--- config.mk ---
export PLATFORM = sky130hd
export DESIGN_NAME = swg_exp_cell
export DESIGN_NICKNAME = d
export VERILOG_FILES = /design/src/sv/swg_pkg.sv /design/src/sv/swg_exp_cell.sv
export SDC_FILE = /design/constraint.sdc
export NUM_CORES = 2
export LEC_CHECK = 0
export BUFFER_PORTS_ARGS = -buffer_cell sky130_fd_sc_hd__buf_4
export CAP_MARGIN = 25
export CELL_PAD_IN_SITES_DETAIL_PLACEMENT = 0
export CELL_PAD_IN_SITES_GLOBAL_PLACEMENT = 1
export CORE_MARGIN = 2
export CORE_UTILIZATION = 40
export CTS_CLUSTER_DIAMETER = 40
export CTS_CLUSTER_SIZE = 10
export DETAILED_ROUTE_END_ITERATION = 12
export PLACE_DENSITY = 0.82
export RECOVER_POWER = 25
export SLEW_MARGIN = 20
export SYNTH_ARGS = -nofsm -noshare
export SYNTH_HDL_FRONTEND = slang
export SYNTH_SLANG_ARGS = --single-unit
export TNS_END_PERCENT = 100
--- constraint.sdc ---
create_clock -name clk_i -period 6 [get_ports clk_i]
set_clock_uncertainty 0.05 [all_clocks]
set_input_delay 1.5 -clock clk_i [delete_from_list [all_inputs] [get_ports clk_i]]
set_output_delay 1.5 -clock clk_i [all_outputs]
set_load 0.05 [all_outputs]
--- src/sv/swg_pkg.sv ---
// Shared types and constants for the quantized SwiGLU gate.
// Used by swg_exp_cell, swg_div_cell and quantized_swiglu_gate. No dependencies.
package swg_pkg;

  localparam int SIG_F  = 16;            // sigmoid fraction bits
  localparam int Q_W    = SIG_F + 1;     // sigmoid / quotient width
  localparam int NUM_W  = SIG_F + 25;    // divider numerator width
  localparam int SLU_W  = SIG_F + 40;    // SiLU product width
  localparam int MAG_W  = 39;            // |code - 128| * scale
  localparam int EXP_W  = 25;            // Q.24 polynomial value
  localparam int EXP_N  = 6;             // Horner steps

  localparam logic [Q_W-1:0]   SIG_ONE  = Q_W'(1) << SIG_F;
  localparam logic [29:0]      CLAMP_Q24 = 30'h2000_0000;   // 32.0
  localparam logic [24:0]      LOG2E_Q24 = 25'd24204406;
  localparam logic [EXP_W-1:0] EXP_C5    = 25'd2584;

  // Horner coefficients in order of use, last one is 1.0
  localparam logic [EXP_W-1:0] EXP_COEF [EXP_N] = '{
    25'd22370, 25'd161365, 25'd931204, 25'd4030332, 25'd11629080, 25'd16777216
  };

  typedef enum logic [1:0] {
    CFG_GATE_SCALE = 2'd0,
    CFG_UP_SCALE   = 2'd1,
    CFG_OUT_RECIP  = 2'd2
  } cfg_idx_e;

  // token carried through the cell chains
  typedef struct packed {
    logic [MAG_W-1:0] gmag;
    logic [MAG_W-1:0] umag;
    logic             gneg;
    logic             uneg;
    logic [5:0]       n;
    logic [23:0]      f;
    logic [EXP_W-1:0] p;
    logic [25:0]      d;
    logic [25:0]      r;
    logic [Q_W-1:0]   nlo;
    logic [Q_W-1:0]   q;
  } tok_t;

endpackage

--- src/sv/swg_exp_cell.sv ---
// One Horner step of the 2^-f polynomial, with its own beat register.
// Depends on swg_pkg.
module swg_exp_cell (
  input  logic                      clk_i,
  input  logic                      rst_ni,
  input  logic                      in_valid_i,
  output logic                      in_ready_o,
  input  swg_pkg::tok_t             tok_i,
  input  logic [swg_pkg::EXP_W-1:0] coef_i,
  output logic                      out_valid_o,
  input  logic                      out_ready_i,
  output swg_pkg::tok_t             tok_o
);
  logic          valid_q;
  swg_pkg::tok_t tok_q, tok_d;
  logic [48:0]   prod;

  assign in_ready_o = !valid_q || out_ready_i;

  always_comb begin
    prod    = 49'(tok_i.p) * 49'(tok_i.f);
    tok_d   = tok_i;
    tok_d.p = coef_i - prod[48:24];
  end

  always_ff @(posedge clk_i or negedge rst_ni) begin
    if (!rst_ni) begin
      valid_q <= 1'b0;
    end else if (in_ready_o) begin
      valid_q <= in_valid_i;
    end
  end

  always_ff @(posedge clk_i) begin
    if (in_valid_i && in_ready_o) begin
      tok_q <= tok_d;
    end
  end

  assign out_valid_o = valid_q;
  assign tok_o       = tok_q;
endmodule

==> results.py <==
metrics = {
    "drt": {
        "drt_iter0_drc": 1206,
        "route.detailed.drc": 0,
        "routed_wl_um": 77900,
        "drt_pass1_iterations": 5,
        "num_vias": 20265,
        "ant_nets": 0,
        "route.detailed.wl_per_inst_um": 18.8,
        "vias_per_cell": 4.88,
    },
    "floorplanning": {
        "core.rowCount": 94,
        "die_area_um2": 68900,
        "die_y_um": 263,
        "initial_core_util_pct": 40.5,
        "pin_count": 473,
        "core_um2": 66000,
        "die_w_um": 263,
    },
    "synth": {
        "ys_types": 51,
        "avgSynthCellArea_um2": 10.7,
        "synthCells": 2510,
        "synth_top_area_share_pct": 37.7,
        "synth-async-reset-ratio_pct": 0.450,
        "yosysTopAreaCell": "fa_1",
        "synth_area_um2": 26700,
        "yosysSeqAreaShare_pct": 24.9,
        "syn_nets": 3459,
        "ys_ff_latch": 222,
        "synth-edff-count": 221,
        "yosys-top-cells-area": "fa_1, edfxtp_1, ha_1",
        "yosysWarnings": 0,
        "ys.flop_type": "edfxtp_1",
    },
    "placed_design": {
        "placed_area_um2": 33700,
        "io_buffer_count": 472,
        "dp_cells": 4046,
        "post-dp-hpwl_um": 64500,
        "globalplace.congestion": 0.926,
    },
    "cells_and_area": {
        "syn2layout_area_growth_pct": 34.8,
        "final_common_cell": "buf_4",
        "fin_area_um2": 36000,
        "finish.utilization_pct": 54.6,
        "nets": 4195,
        "drive_above_1_share_pct": 30.9,
        "fin_cells": 4150,
        "final_cell_mix": "buf_4, inv_1, fa_1, nand2_1, and2_1",
    },
    "global_route": {
        "grt_pass1_vias": 22281,
        "grt_max_degree": 118,
        "grt_pass1_wl_um": 122000,
        "antenna_found_initial": 7,
        "track_usage_pct": 22.8,
        "grt_overflow": 0,
    },
    "clocking": {
        "numCtsBuffers": 43,
        "insertion_delay_ns": 0.56,
        "hold_buffers": 0,
        "clock_tree.htree_level_count": 2,
        "clkTransAtPathRegs_ns": 0.05,
        "cts-root-buf": "clkbuf_16",
        "cts.sinks": 222,
        "cts_buffer_depth": 3,
        "cts_tree": "done",
    },
    "worst_setup_path": {
        "critPathMaxStageDelay_ns": 0.55,
        "end_kind": "flip-flop",
        "worstSetupPathType": "in -> reg",
        "cp.required_ns": 6.26,
        "crit_arrival_ns": 9.18,
        "worstSetupStartpointType": "input pin",
        "critPathSlowestCell": "fa_1",
        "crit_path_frequent_cell": "fa_1",
        "crit_path_max_fanout": 7,
    },
    "flow_run": {
        "drv_cap": 0,
    },
    "sta": {
        "worst_slew_pin_slew_ns": 0.707,
        "holdWs_ns": 0.512,
        "hold_violations": 0,
        "slew-limit-headroom_pct": 52.9,
        "period_needed_ns": 8.92,
        "min_period_over_period_pct": 149,
        "fmaxAchievable_mhz": 112,
        "rsz0062_at_grt": "true",
        "drv_slew": 0,
        "setup_ws_ns": -2.92,
        "setup-violations-final": 25,
    },
    "status": {
        "outcome": "complete, but fails checks",
        "violations": "setup timing",
    },
    "hold_path": {
        "min-delay-path-class": "reg -> reg",
    },
}
## critical path, delay by kind of cell
family / cells / cell delay, ns
XOR/XNOR: 2 / 0.36
AO/OA/AOI/OAI: 10 / 1.94
adder cells (fa/ha/maj): 9 / 4.06
AND/OR/NAND/NOR: 4 / 0.66
buffers and inverters: 9 / 0.64
## layout make-up
class,count,area (um2)
Multi-Input combinational cell,1597,18100
Inverter,588,2210
Antenna cell,7,17.5
Clock inverter,31,379
Fill cell,5807,29900
Tap cell,864,1080
Sequential cell,222,6660
Clock buffer,47,1100
Timing Repair Buffer,794,6450
## metal layers
| layer | wire [um] | up-vias | share of wire, % | track usage [%] |
|---|---|---|---|---|
| li1 | - | 9074 | - | - |
| met1 | 29600 | 10338 | 38 | 27.3 |
| met2 | 40400 | 685 | 52 | 40.7 |
| met3 | 4520 | 166 | 5.8 | 3.91 |
| met4 | 3260 | 2 | 4.2 | 8.99 |
| met5 | 13 | - | 0.017 | 0 |
## per-stage QoR
stage	setup TNS, ns	setup slack (ns)
after floorplan	-60.86	-3.13
after global placement	-77.27	-3.59
after detailed placement	-80.28	-3.72
after CTS	-61.05	-2.94
after global routing	-68.77	-3.24
final	-61.76	-2.92
## cells in the mapped netlist, drive strengths merged, types with 2 or more instances
cell and count:
o211ai 6, xor2 20, a221oi 4, nor2 19
nand3 12, xnor2 30, nand2b 7, a31o 2
a21oi 41, a21o 32, or2 2, fa 504
nor3 3, o21bai 5, clkbuf 103, ha 195
o221ai 2, o31ai 3, o21ai 25, and3 5
o21a 5, nor2b 6, a21boi 3, inv 588
a211oi 5, a41oi 2, nand2 331, a31oi 11
and2 288, edfxtp 221, nand4 12, or3 6
## cell families (layout without fill, tap and decap cells)
kind of cell / after synthesis / after routing / synth area share, %
fa+ha+maj: 699 / 699 / 46.9
simple gates: 695 / 695 / 12.9
buf+inv: 691 / 1460 / 9.70
flops: 222 / 222 / 24.9
compound gates: 153 / 153 / 3.93
xor+xnor: 50 / 50 / 1.64
other cells: 0 / 7 / 0
## state kept, by name, summed over array words and instances (netlist names)
name         flops
out_valid_o      1
tok_o          221
## worst paths after layout
check / startpoint / endpoint / slack (ns) / depth (start not counted)
worst min-delay path: out_valid_o / out_valid_o / 0.51 / 2
min in group asynchronous: rst_ni / out_valid_o / 0.68 / 1
worst min register to register: out_valid_o / out_valid_o / 0.51 / 2
worst max register to register: out_valid_o / tok_o[109] / 4.26 / 3
worst max-delay path: tok_i[95] / tok_o[109] / -2.92 / 34
max in group asynchronous: rst_ni / out_valid_o / 5.14 / 1
## repair_timing
| action | in CTS | in global routing |
|---|---|---|
| cloned | 1 | 1 |
| setup buffers | 17 | 2 |
| pin swaps | 80 | 32 |
| hold endpoints to repair | 0 | 0 |
| resized for setup | 120 | 49 |
| endpoints found under the setup margin | 25 | 25 |
Power is not shown: default switching activity piles up to over one toggle a cycle in this logic, so the estimate is an artifact.
