===== config.mk =====
export PLATFORM = sky130hd
export DESIGN_NAME = swg_div_cell
export DESIGN_NICKNAME = d
export VERILOG_FILES = /design/src/sv/swg_pkg.sv /design/src/sv/swg_div_cell.sv
export SDC_FILE = /design/constraint.sdc
export NUM_CORES = 1
export LEC_CHECK = 0
export BUFFER_PORTS_ARGS = -buffer_cell sky130_fd_sc_hd__buf_2
export CELL_PAD_IN_SITES_DETAIL_PLACEMENT = 0
export CELL_PAD_IN_SITES_GLOBAL_PLACEMENT = 1
export CORE_AREA = 2 2 172 174
export CTS_CLUSTER_DIAMETER = 50
export DETAILED_ROUTE_END_ITERATION = 12
export DIE_AREA = 0 0 174 176
export PLACE_DENSITY = 0.8
export SLEW_MARGIN = 20
export SYNTH_ARGS = -nofsm -noshare
export SYNTH_HDL_FRONTEND = slang
export SYNTH_SLANG_ARGS = --single-unit

===== constraint.sdc =====
create_clock -name clk_i -period 5.5 [get_ports clk_i]
set_input_delay 0 -clock clk_i [delete_from_list [all_inputs] [get_ports clk_i]]
set_output_delay 0 -clock clk_i [all_outputs]
set_load 0.05 [all_outputs]

===== src/sv/swg_pkg.sv =====
// Shared types and constants for the quantized SwiGLU gate.
// Used by swg_exp_cell, swg_div_cell and quantized_swiglu_gate. No dependencies.
package swg_pkg;

  localparam int SIG_F  = 16;            // sigmoid fraction bits
  localparam int Q_W    = SIG_F + 1;     // sigmoid / quotient width
  localparam int NUM_W  = SIG_F + 25;    // divider numerator width
  localparam int SLU_W  = SIG_F + 40;    // SiLU product width
  localparam int MAG_W  = 39;            // |code - 128| * scale
  localparam int EXP_W  = 25;            // Q.24 polynomial value
  localparam int EXP_N  = 6;             // Horner steps

  localparam logic [Q_W-1:0]   SIG_ONE  = Q_W'(1) << SIG_F;
  localparam logic [29:0]      CLAMP_Q24 = 30'h2000_0000;   // 32.0
  localparam logic [24:0]      LOG2E_Q24 = 25'd24204406;
  localparam logic [EXP_W-1:0] EXP_C5    = 25'd2584;

  // Horner coefficients in order of use, last one is 1.0
  localparam logic [EXP_W-1:0] EXP_COEF [EXP_N] = '{
    25'd22370, 25'd161365, 25'd931204, 25'd4030332, 25'd11629080, 25'd16777216
  };

  typedef enum logic [1:0] {
    CFG_GATE_SCALE = 2'd0,
    CFG_UP_SCALE   = 2'd1,
    CFG_OUT_RECIP  = 2'd2
  } cfg_idx_e;

  // token carried through the cell chains
  typedef struct packed {
    logic [MAG_W-1:0] gmag;
    logic [MAG_W-1:0] umag;
    logic             gneg;
    logic             uneg;
    logic [5:0]       n;
    logic [23:0]      f;
    logic [EXP_W-1:0] p;
    logic [25:0]      d;
    logic [25:0]      r;
    logic [Q_W-1:0]   nlo;
    logic [Q_W-1:0]   q;
  } tok_t;

endpackage


===== src/sv/swg_div_cell.sv =====
// One restoring-division step: one quotient bit per cell.
// Depends on swg_pkg.
module swg_div_cell (
  input  logic          clk_i,
  input  logic          rst_ni,
  input  logic          in_valid_i,
  output logic          in_ready_o,
  input  swg_pkg::tok_t tok_i,
  output logic          out_valid_o,
  input  logic          out_ready_i,
  output swg_pkg::tok_t tok_o
);
  logic          valid_q;
  swg_pkg::tok_t tok_q, tok_d;
  logic [25:0]   rs;
  logic          ge;

  assign in_ready_o = !valid_q || out_ready_i;

  always_comb begin
    rs        = {tok_i.r[24:0], tok_i.nlo[swg_pkg::SIG_F]};
    ge        = (rs >= tok_i.d);
    tok_d     = tok_i;
    tok_d.r   = ge ? (rs - tok_i.d) : rs;
    tok_d.q   = {tok_i.q[swg_pkg::SIG_F-1:0], ge};
    tok_d.nlo = {tok_i.nlo[swg_pkg::SIG_F-1:0], 1'b0};
  end

  always_ff @(posedge clk_i or negedge rst_ni) begin
    if (!rst_ni) begin
      valid_q <= 1'b0;
    end else if (in_ready_o) begin
      valid_q <= in_valid_i;
    end
  end

  always_ff @(posedge clk_i) begin
    if (in_valid_i && in_ready_o) begin
      tok_q <= tok_d;
    end
  end

  assign out_valid_o = valid_q;
  assign tok_o       = tok_q;
endmodule


==> results of run 1 <==
==> worst max-delay path: cells and delay by family <==
family / cells / cell delay (ns)
fa+ha+maj: 2 / 0.43
mux: 1 / 0.31
compound gates: 4 / 1.42
simple gates: 2 / 0.31
buf+inv: 5 / 1.07
==> repair_timing <==
action                                 4_1_cts  5_1_grt
resized for setup                            0        0
endpoints found under the hold margin      221        0
hold buffers                               223        0
==> metrics by stage <==
step | area (um^2) | cells | worst slack, ns | total power, mW
finish | 14700 | 1599 | 2.20 | 5.24
global route | 14700 | 1599 | 1.91 | 5.42
global placement | 11300 | 1315 | 2.16 | 2.88
floorplan | 8600 | 497 | 1.18 | 2.64
detailed placement | 11300 | 1315 | 2.13 | 2.90
CTS | 14700 | 1598 | 2.14 | 5.28
==> power by group through the flow <==
stage | Clock, mW | Combinational, mW | Sequential [mW]
2_1_floorplan | 0 | 0.248 | 2.39
5_1_grt | 2.36 | 1.04 | 2.02
3_5_place_dp | 0 | 0.854 | 2.04
3_3_place_gp | 0 | 0.843 | 2.04
6_report | 2.24 | 0.990 | 2.01
4_1_cts | 2.29 | 0.987 | 2.01
==> cells in the final DEF, fill, tap and decap left out, types with 15 or more instances in the layout <==
master / synthesis / layout
inv_1: 36 / 36
mux2_4: 18 / 18
a21oi_1: 32 / 32
o21ai_0: 16 / 16
clkbuf_16: 0 / 35
dlygate4sd3_1: 0 / 223
ha_1: 26 / 26
edfxtp_1: 220 / 220
nor2_1: 17 / 17
xnor2_1: 15 / 15
buf_2: 4 / 444
==> worst paths after layout <==
kind,endpoint,slack [ns],depth (start not counted)
max in group asynchronous,out_valid_o,5.07,3
hold / removal,tok_o[5],0.20,2
min in group asynchronous,out_valid_o,0.33,3
setup reg to reg,tok_o[4],3.23,3
hold reg to reg,tok_o[70],1.18,2
setup / recovery,tok_o[48],2.20,14
==> cells by family (layout without fill, tap and decap cells) <==
group,after synthesis,count (layout),share of synthesized area [%]
AND/OR/NAND/NOR,68,68,4.09
XOR/XNOR,20,20,2.04
multiplexers,22,22,3.64
buffers and inverters,50,767,2.47
adder cells (fa/ha/maj),27,27,4.02
other,1,2,0.0436
flip-flops,221,221,77.1
AO/OA/AOI/OAI,88,88,6.55
==> final cells by class <==
cell class                      count  area share, %
Clock inverter                     21           2.04
Antenna cell                        1         0.0170
Timing Repair Buffer              671           30.6
Sequential cell                   221           45.1
Inverter                           36          0.920
Multi-Input combinational cell    226           11.9
Clock buffer                       39           6.06
Tap cell                          384           3.27
==> registers in the layout, indices dropped and copies added, names as in the netlist <==
register and flops:
out_valid_o 1, tok_o 220
==> routing by layer <==
| metal | up-vias | track usage [%] | wire (um) |
|---|---|---|---|
| met3 | 87 | 5.12 | 2170 |
| met1 | 3532 | 23.6 | 12500 |
| met4 | 2 | 9.03 | 1610 |
| met5 | - | 0 | 13 |
| li1 | 3296 | - | - |
| met2 | 352 | 34.8 | 15800 |
==> impl_results.md, run 1 <==
- Nets: 1442
- Share of cells above drive strength 1: between 40% and 50%
- Most common cell in the netlist: edfxtp_1
- DR vias: slightly above 7000
- Top Ports: about 450
- Syn nets: about 750
- Worst setup startpoint: tok_i[33]
- Critical Path Slowest Stage Cell: a21oi_4
- Clock Tree Buf Depth: 3
- Vias in the first global route: approximately 7500
- Final Max Slew Viols: 0
- Commonest cells in the netlist: 220 x edfxtp_1, 36 x inv_1, 32 x a21oi_1
- Clock Tree Root: clkbuf_16
- Clk pwr share: around 43%
- Setup_tns: 0 ns
- CP Cell Sequence: dlygate4sd3_1 > buf_2 > inv_1 > ha_1 > inv_1 > fa_1 > a211oi_1 > nor2_1 > o2111a_1 > a41o_1 > nand2_2 > a21oi_4 > buf_4 > mux2_4
- Fin. Hold Viols: 0
- Register area share after synthesis: between 70% and 80%
- Postcts setup bufs: 0
- Final period util: between 50 and 60%
- Avg WL per Cell: between 20 and 25 um
- Relative max-transition margin: a little under two fifths
- Detail Placement HPWL: ~22000 um
- Total net switching power: about 1.5 mW
- Static leakage: between 6 and 7 nW
- Layout Skew: around 0.016 ns
- Max-Cap Viols: 0
- Die Width: approximately 170 um
- Area Growth Syn to Fin: 70.9%
- Chip height: ~180 um
- Sw Share: 28.4%
- TritonRoute pass-1 iters: 4
- Final routed DRC violation total: 0
- Die Area: 0.0306 mm^2
- Worst Tran Pin Value: 0.942 ns
- Final min period: about 3.3 ns
- Hold slack final: slightly above 0.2 ns
- Core ar.: 0.0285 mm^2
- Avg Cell Area, Syn: between 15 and 20 um^2
- Post-synth top area share: roughly 77%
- Sequential group share of total power: around two fifths
- Most used cell, CP: inv_1
- Pwr Density: around 360 mW/mm^2
- Netlist Area Pre-Place: 0.00860 mm^2
- Status: completed
- Max incr delay on CP: 0.76 ns
- Top_reg_cell synth: edfxtp_1
- Largest net degree at the start of global routing: 95
- Antenna-violating nets left: 0
- Initial Util: 30.1%
- First-pass GRT wire length: around 47000 um
- Warnings from Yosys: 0
- Gr ovfl total: 0
- Maximum fanout along the worst path: 25
- P_int: between 3 and 4 mW
- Vias/cell: between 4 and 5
- Critical Path Source Type: input port
- Area occupied by multi-input gates: 0.00175 mm^2
- RSZ-0062 raised after global routing: no
- FF+latch count, synth: 221
- Cells after Synth: 497
- Clk_lat worst skew: about 0.50 ns
- Achievable clock frequency: 0.303 GHz
- Crit end category: register
- Final Core Density: about half
- Worst path arrival time: 3.55 ns
- GPL Wtd Cong: 0.851
- Worst hold path type: in2reg
- Drt initial violations: about 420
- Dominant cell type by area after synthesis: edfxtp_1
- I/O Buffers: 444
- H-tree depth: 2
- TritonCTS clock tree: built
- Total GRT Usage: just over 20%
- Synth cell types: ~50
- Initial antenna violation count: 2
- Endpoints failing setup: 0
- Clock-pin slew on the worst setup and hold paths: ~0.06 ns
- Layout filler cell count: around 2400
- Num CTS Buffers: 34
- Rows: slightly above 60
- Sequential cell area: between 0.006 and 0.007 mm^2
- Synth area leaders: edfxtp_1 77%, ha_1 3.8%, mux2_4 3.1%, a21oi_1 1.9%, inv_1 1.6%
- Worst setup path category: in2reg
- Logic pwr share: 18.9%
- Post-synth EDFFs: 220
- Clock sink count: ~220
- Total wire length: approximately 32000 um
- Asr flop ratio synth: less than 1%
- RR Startpoint: out_valid_o
- Hold Path Origin: tok_i[4]
- Critical Path RT: 5.75 ns
- Max VDD drop: about 0.26 mV
(Power assumes the default switching activity.)
==> inputs of run 2 (changes only) <==
Settings changed: CORE_AREA 2 2 172 174 to 2 2 175 177, DIE_AREA 0 0 174 176 to 0 0 177 179, PLACE_DENSITY 0.8 to 0.75.
Clock period 5.5 ns to 3.26 ns, I/O delays scaled along.
==> run 2 against run 1 <==
Against the previous run:
- first-iteration DRC count increased by 5.2%
- final area decreased by 0.41%
- count of clock-buffer cells in the layout decreased by 3
- hold slack gained 0.014 ns
- total power is 62% higher
- setup slack worse by 1.8 ns
- final cell count grew 0.75%
- combinational power increased by 68%
- largest power group unchanged
==> impl_results.md, run 2 (synthesis gave the netlist of run 1 again) <==
- Layout Skew: 0.00977 ns
- Avg WL per Cell: 19.0 um
- Fin. Hold Viols: 0
- Status: completed
- Area Growth Syn to Fin: 70.2%
- Static leakage: 6.31 nW
- Initial antenna violation count: 3
- GPL Wtd Cong: between 0.8 and 0.9
- Chip height: 179 um
- Detail Placement HPWL: between 20000 and 25000 um
- Max VDD drop: between 0.2 and 0.3 mV
- Max-Cap Viols: 0
- Top Ports: between 400 and 500
- Worst Tran Pin Value: 0.523 ns
- Achievable clock frequency: approximately 0.35 GHz
- TritonCTS clock tree: built
- First-pass GRT wire length: approximately 43000 um
- Clock Tree Root: clkbuf_16
- Gr ovfl total: 0
- Worst setup path category: in2reg
- Setup_tns: 0 ns
- RSZ-0062 raised after global routing: no
- Commonest non-fill, non-tap cell in the layout: buf_2
- Critical Path RT: around 3.6 ns
- Pwr Density: about 580 mW/mm^2
- Die Width: around 180 um
- H-tree depth: 2
- Final period util: between 80% and 90%
- Final Cell Area: between 0.01 and 0.015 mm^2
- Largest net degree at the start of global routing: between 90 and 100
- Share of cells above drive strength 1: a little over two fifths
- Area post-placement: approximately 0.011 mm^2
- Dpl ws: between 0.4 and 0.5 ns
- Vias/cell: 4.40
- I/O Buffers: roughly 440
- Vias in the first global route: 7155
- TritonRoute pass-1 iters: 4
- Total wire length: slightly above 30000 um
- Num CTS Buffers: 34
- Crit end category: register
- DR vias: 7088
- Maximum fanout along the worst path: 14
- Initial Util: ~29%
- Clock Tree Buf Depth: 3
- Largest register FFs: between 200 and 250
- Final routed DRC violation total: 0
- Clk_lat worst skew: roughly 0.49 ns
- Clock sink count: ~220
- Final Max Slew Viols: 0
- Relative max-transition margin: 64.8%
- Final min period: 2.89 ns
- Worst path arrival time: approximately 3.2 ns
- Rows: 64
- Endpoints failing setup: 0
- Layout filler cell count: approximately 2600
- Nets: around 1400
- Most frequent cells in the layout: 444 x buf_2, 223 x dlygate4sd3_1, 220 x edfxtp_1, 36 x inv_1, 35 x clkbuf_16
- Die Area: roughly 0.032 mm^2
- Total GRT Usage: between 10% and 20%
- Drt initial violations: between 400 and 500
- Core ar.: roughly 0.03 mm^2
- Antenna-violating nets left: 0
- Worst hold path type: in2reg
- Clock-pin slew on the worst setup and hold paths: 0.05 ns
- Final setup margin: 0.371 ns
- Critical Path Source Type: input port
run 2: cell count changes in the layout (fill, tap and decap cells not counted), sizes merged:
| cell | change |
|---|---|
| buf | +3 |
| bufinv | -3 |
| clkbuf | -3 |
| inv | +3 |
| clkinv | -2 |
| clkinvlp | +1 |
| diode | +1 |
run 2: worst max-delay path, cell delays in order:
cell,delay (ns)
dlygate4sd3_1,0.51
buf_2,0.10
inv_1,0.04
ha_1,0.21
inv_1,0.07
fa_1,0.24
a211oi_1,0.09
nor2_1,0.18
o2111a_1,0.31
a41o_1,0.23
nand2_2,0.09
a21oi_4,0.14
buf_4,0.25
or4b_2,0.61
o211ai_1,0.12
run 2: final cells by class:
cell class / count / area, um^2 / share of cell area, %
well taps: 396 / 495 / 3.39
flip-flops and latches: 221 / 6630 / 45.3
diodes: 2 / 5.00 / 0.0342
inverters: 36 / 135 / 0.924
clock buffers: 36 / 880 / 6.01
clock inverters: 20 / 198 / 1.35
multi-input cells: 226 / 1750 / 12.0
repair buffers: 674 / 4530 / 31.0
run 2: per-layer routing:
layer  vias to the layer above  routed length (um)  track usage [%]  share of wire (%)
met5                         -                  13                0              0.042
met4                         2                1490             9.26                4.9
met3                        78                1960             4.20                6.4
met2                       331               15600             31.6                 51
met1                      3371               11600             20.2                 38
li1                       3306                   -                -                  -
run 2: timing repair:
item                                    4_1_cts  5_1_grt
buffers inserted                              0        0
resized for setup                             0        0
endpoints found under the setup margin        0        0
endpoints found under the hold margin       221        0
hold buffers                                223        0
run 2: stage by stage:
step | util, % | cells | hold WS (ns) | power (mW)
global placement | 37.7 | 1330 | -0.224 | 4.87
CTS | 48.7 | 1609 | 0.187 | 8.61
global route | 48.7 | 1610 | 0.202 | 8.82
detailed placement | 37.7 | 1330 | -0.217 | 4.88
finish | 48.7 | 1611 | 0.216 | 8.51
floorplan | - | 497 | -0.296 | 4.45
run 2: final timing paths:
path	from	to	slack [ns]	cells past startpoint
max	tok_i[33]	tok_o[57]	0.37	15
min	tok_i[109]	tok_o[109]	0.22	2
max reg2reg	out_valid_o	tok_o[106]	1.51	3
min reg2reg	out_valid_o	tok_o[173]	0.92	2
max in group asynchronous	rst_ni	out_valid_o	2.81	3
min in group asynchronous	rst_ni	out_valid_o	0.35	3
run 2: report_power, final:
part | total [mW] | internal [mW] | switching [mW] | leakage [nW]
combinational | 1.66 | 0.590 | 1.07 | 3.69
sequential | 3.39 | 3.35 | 0.0434 | 2.11
clock | 3.46 | 2.14 | 1.32 | 0.520
total | 8.51 | 6.07 | 2.44 | 6.31
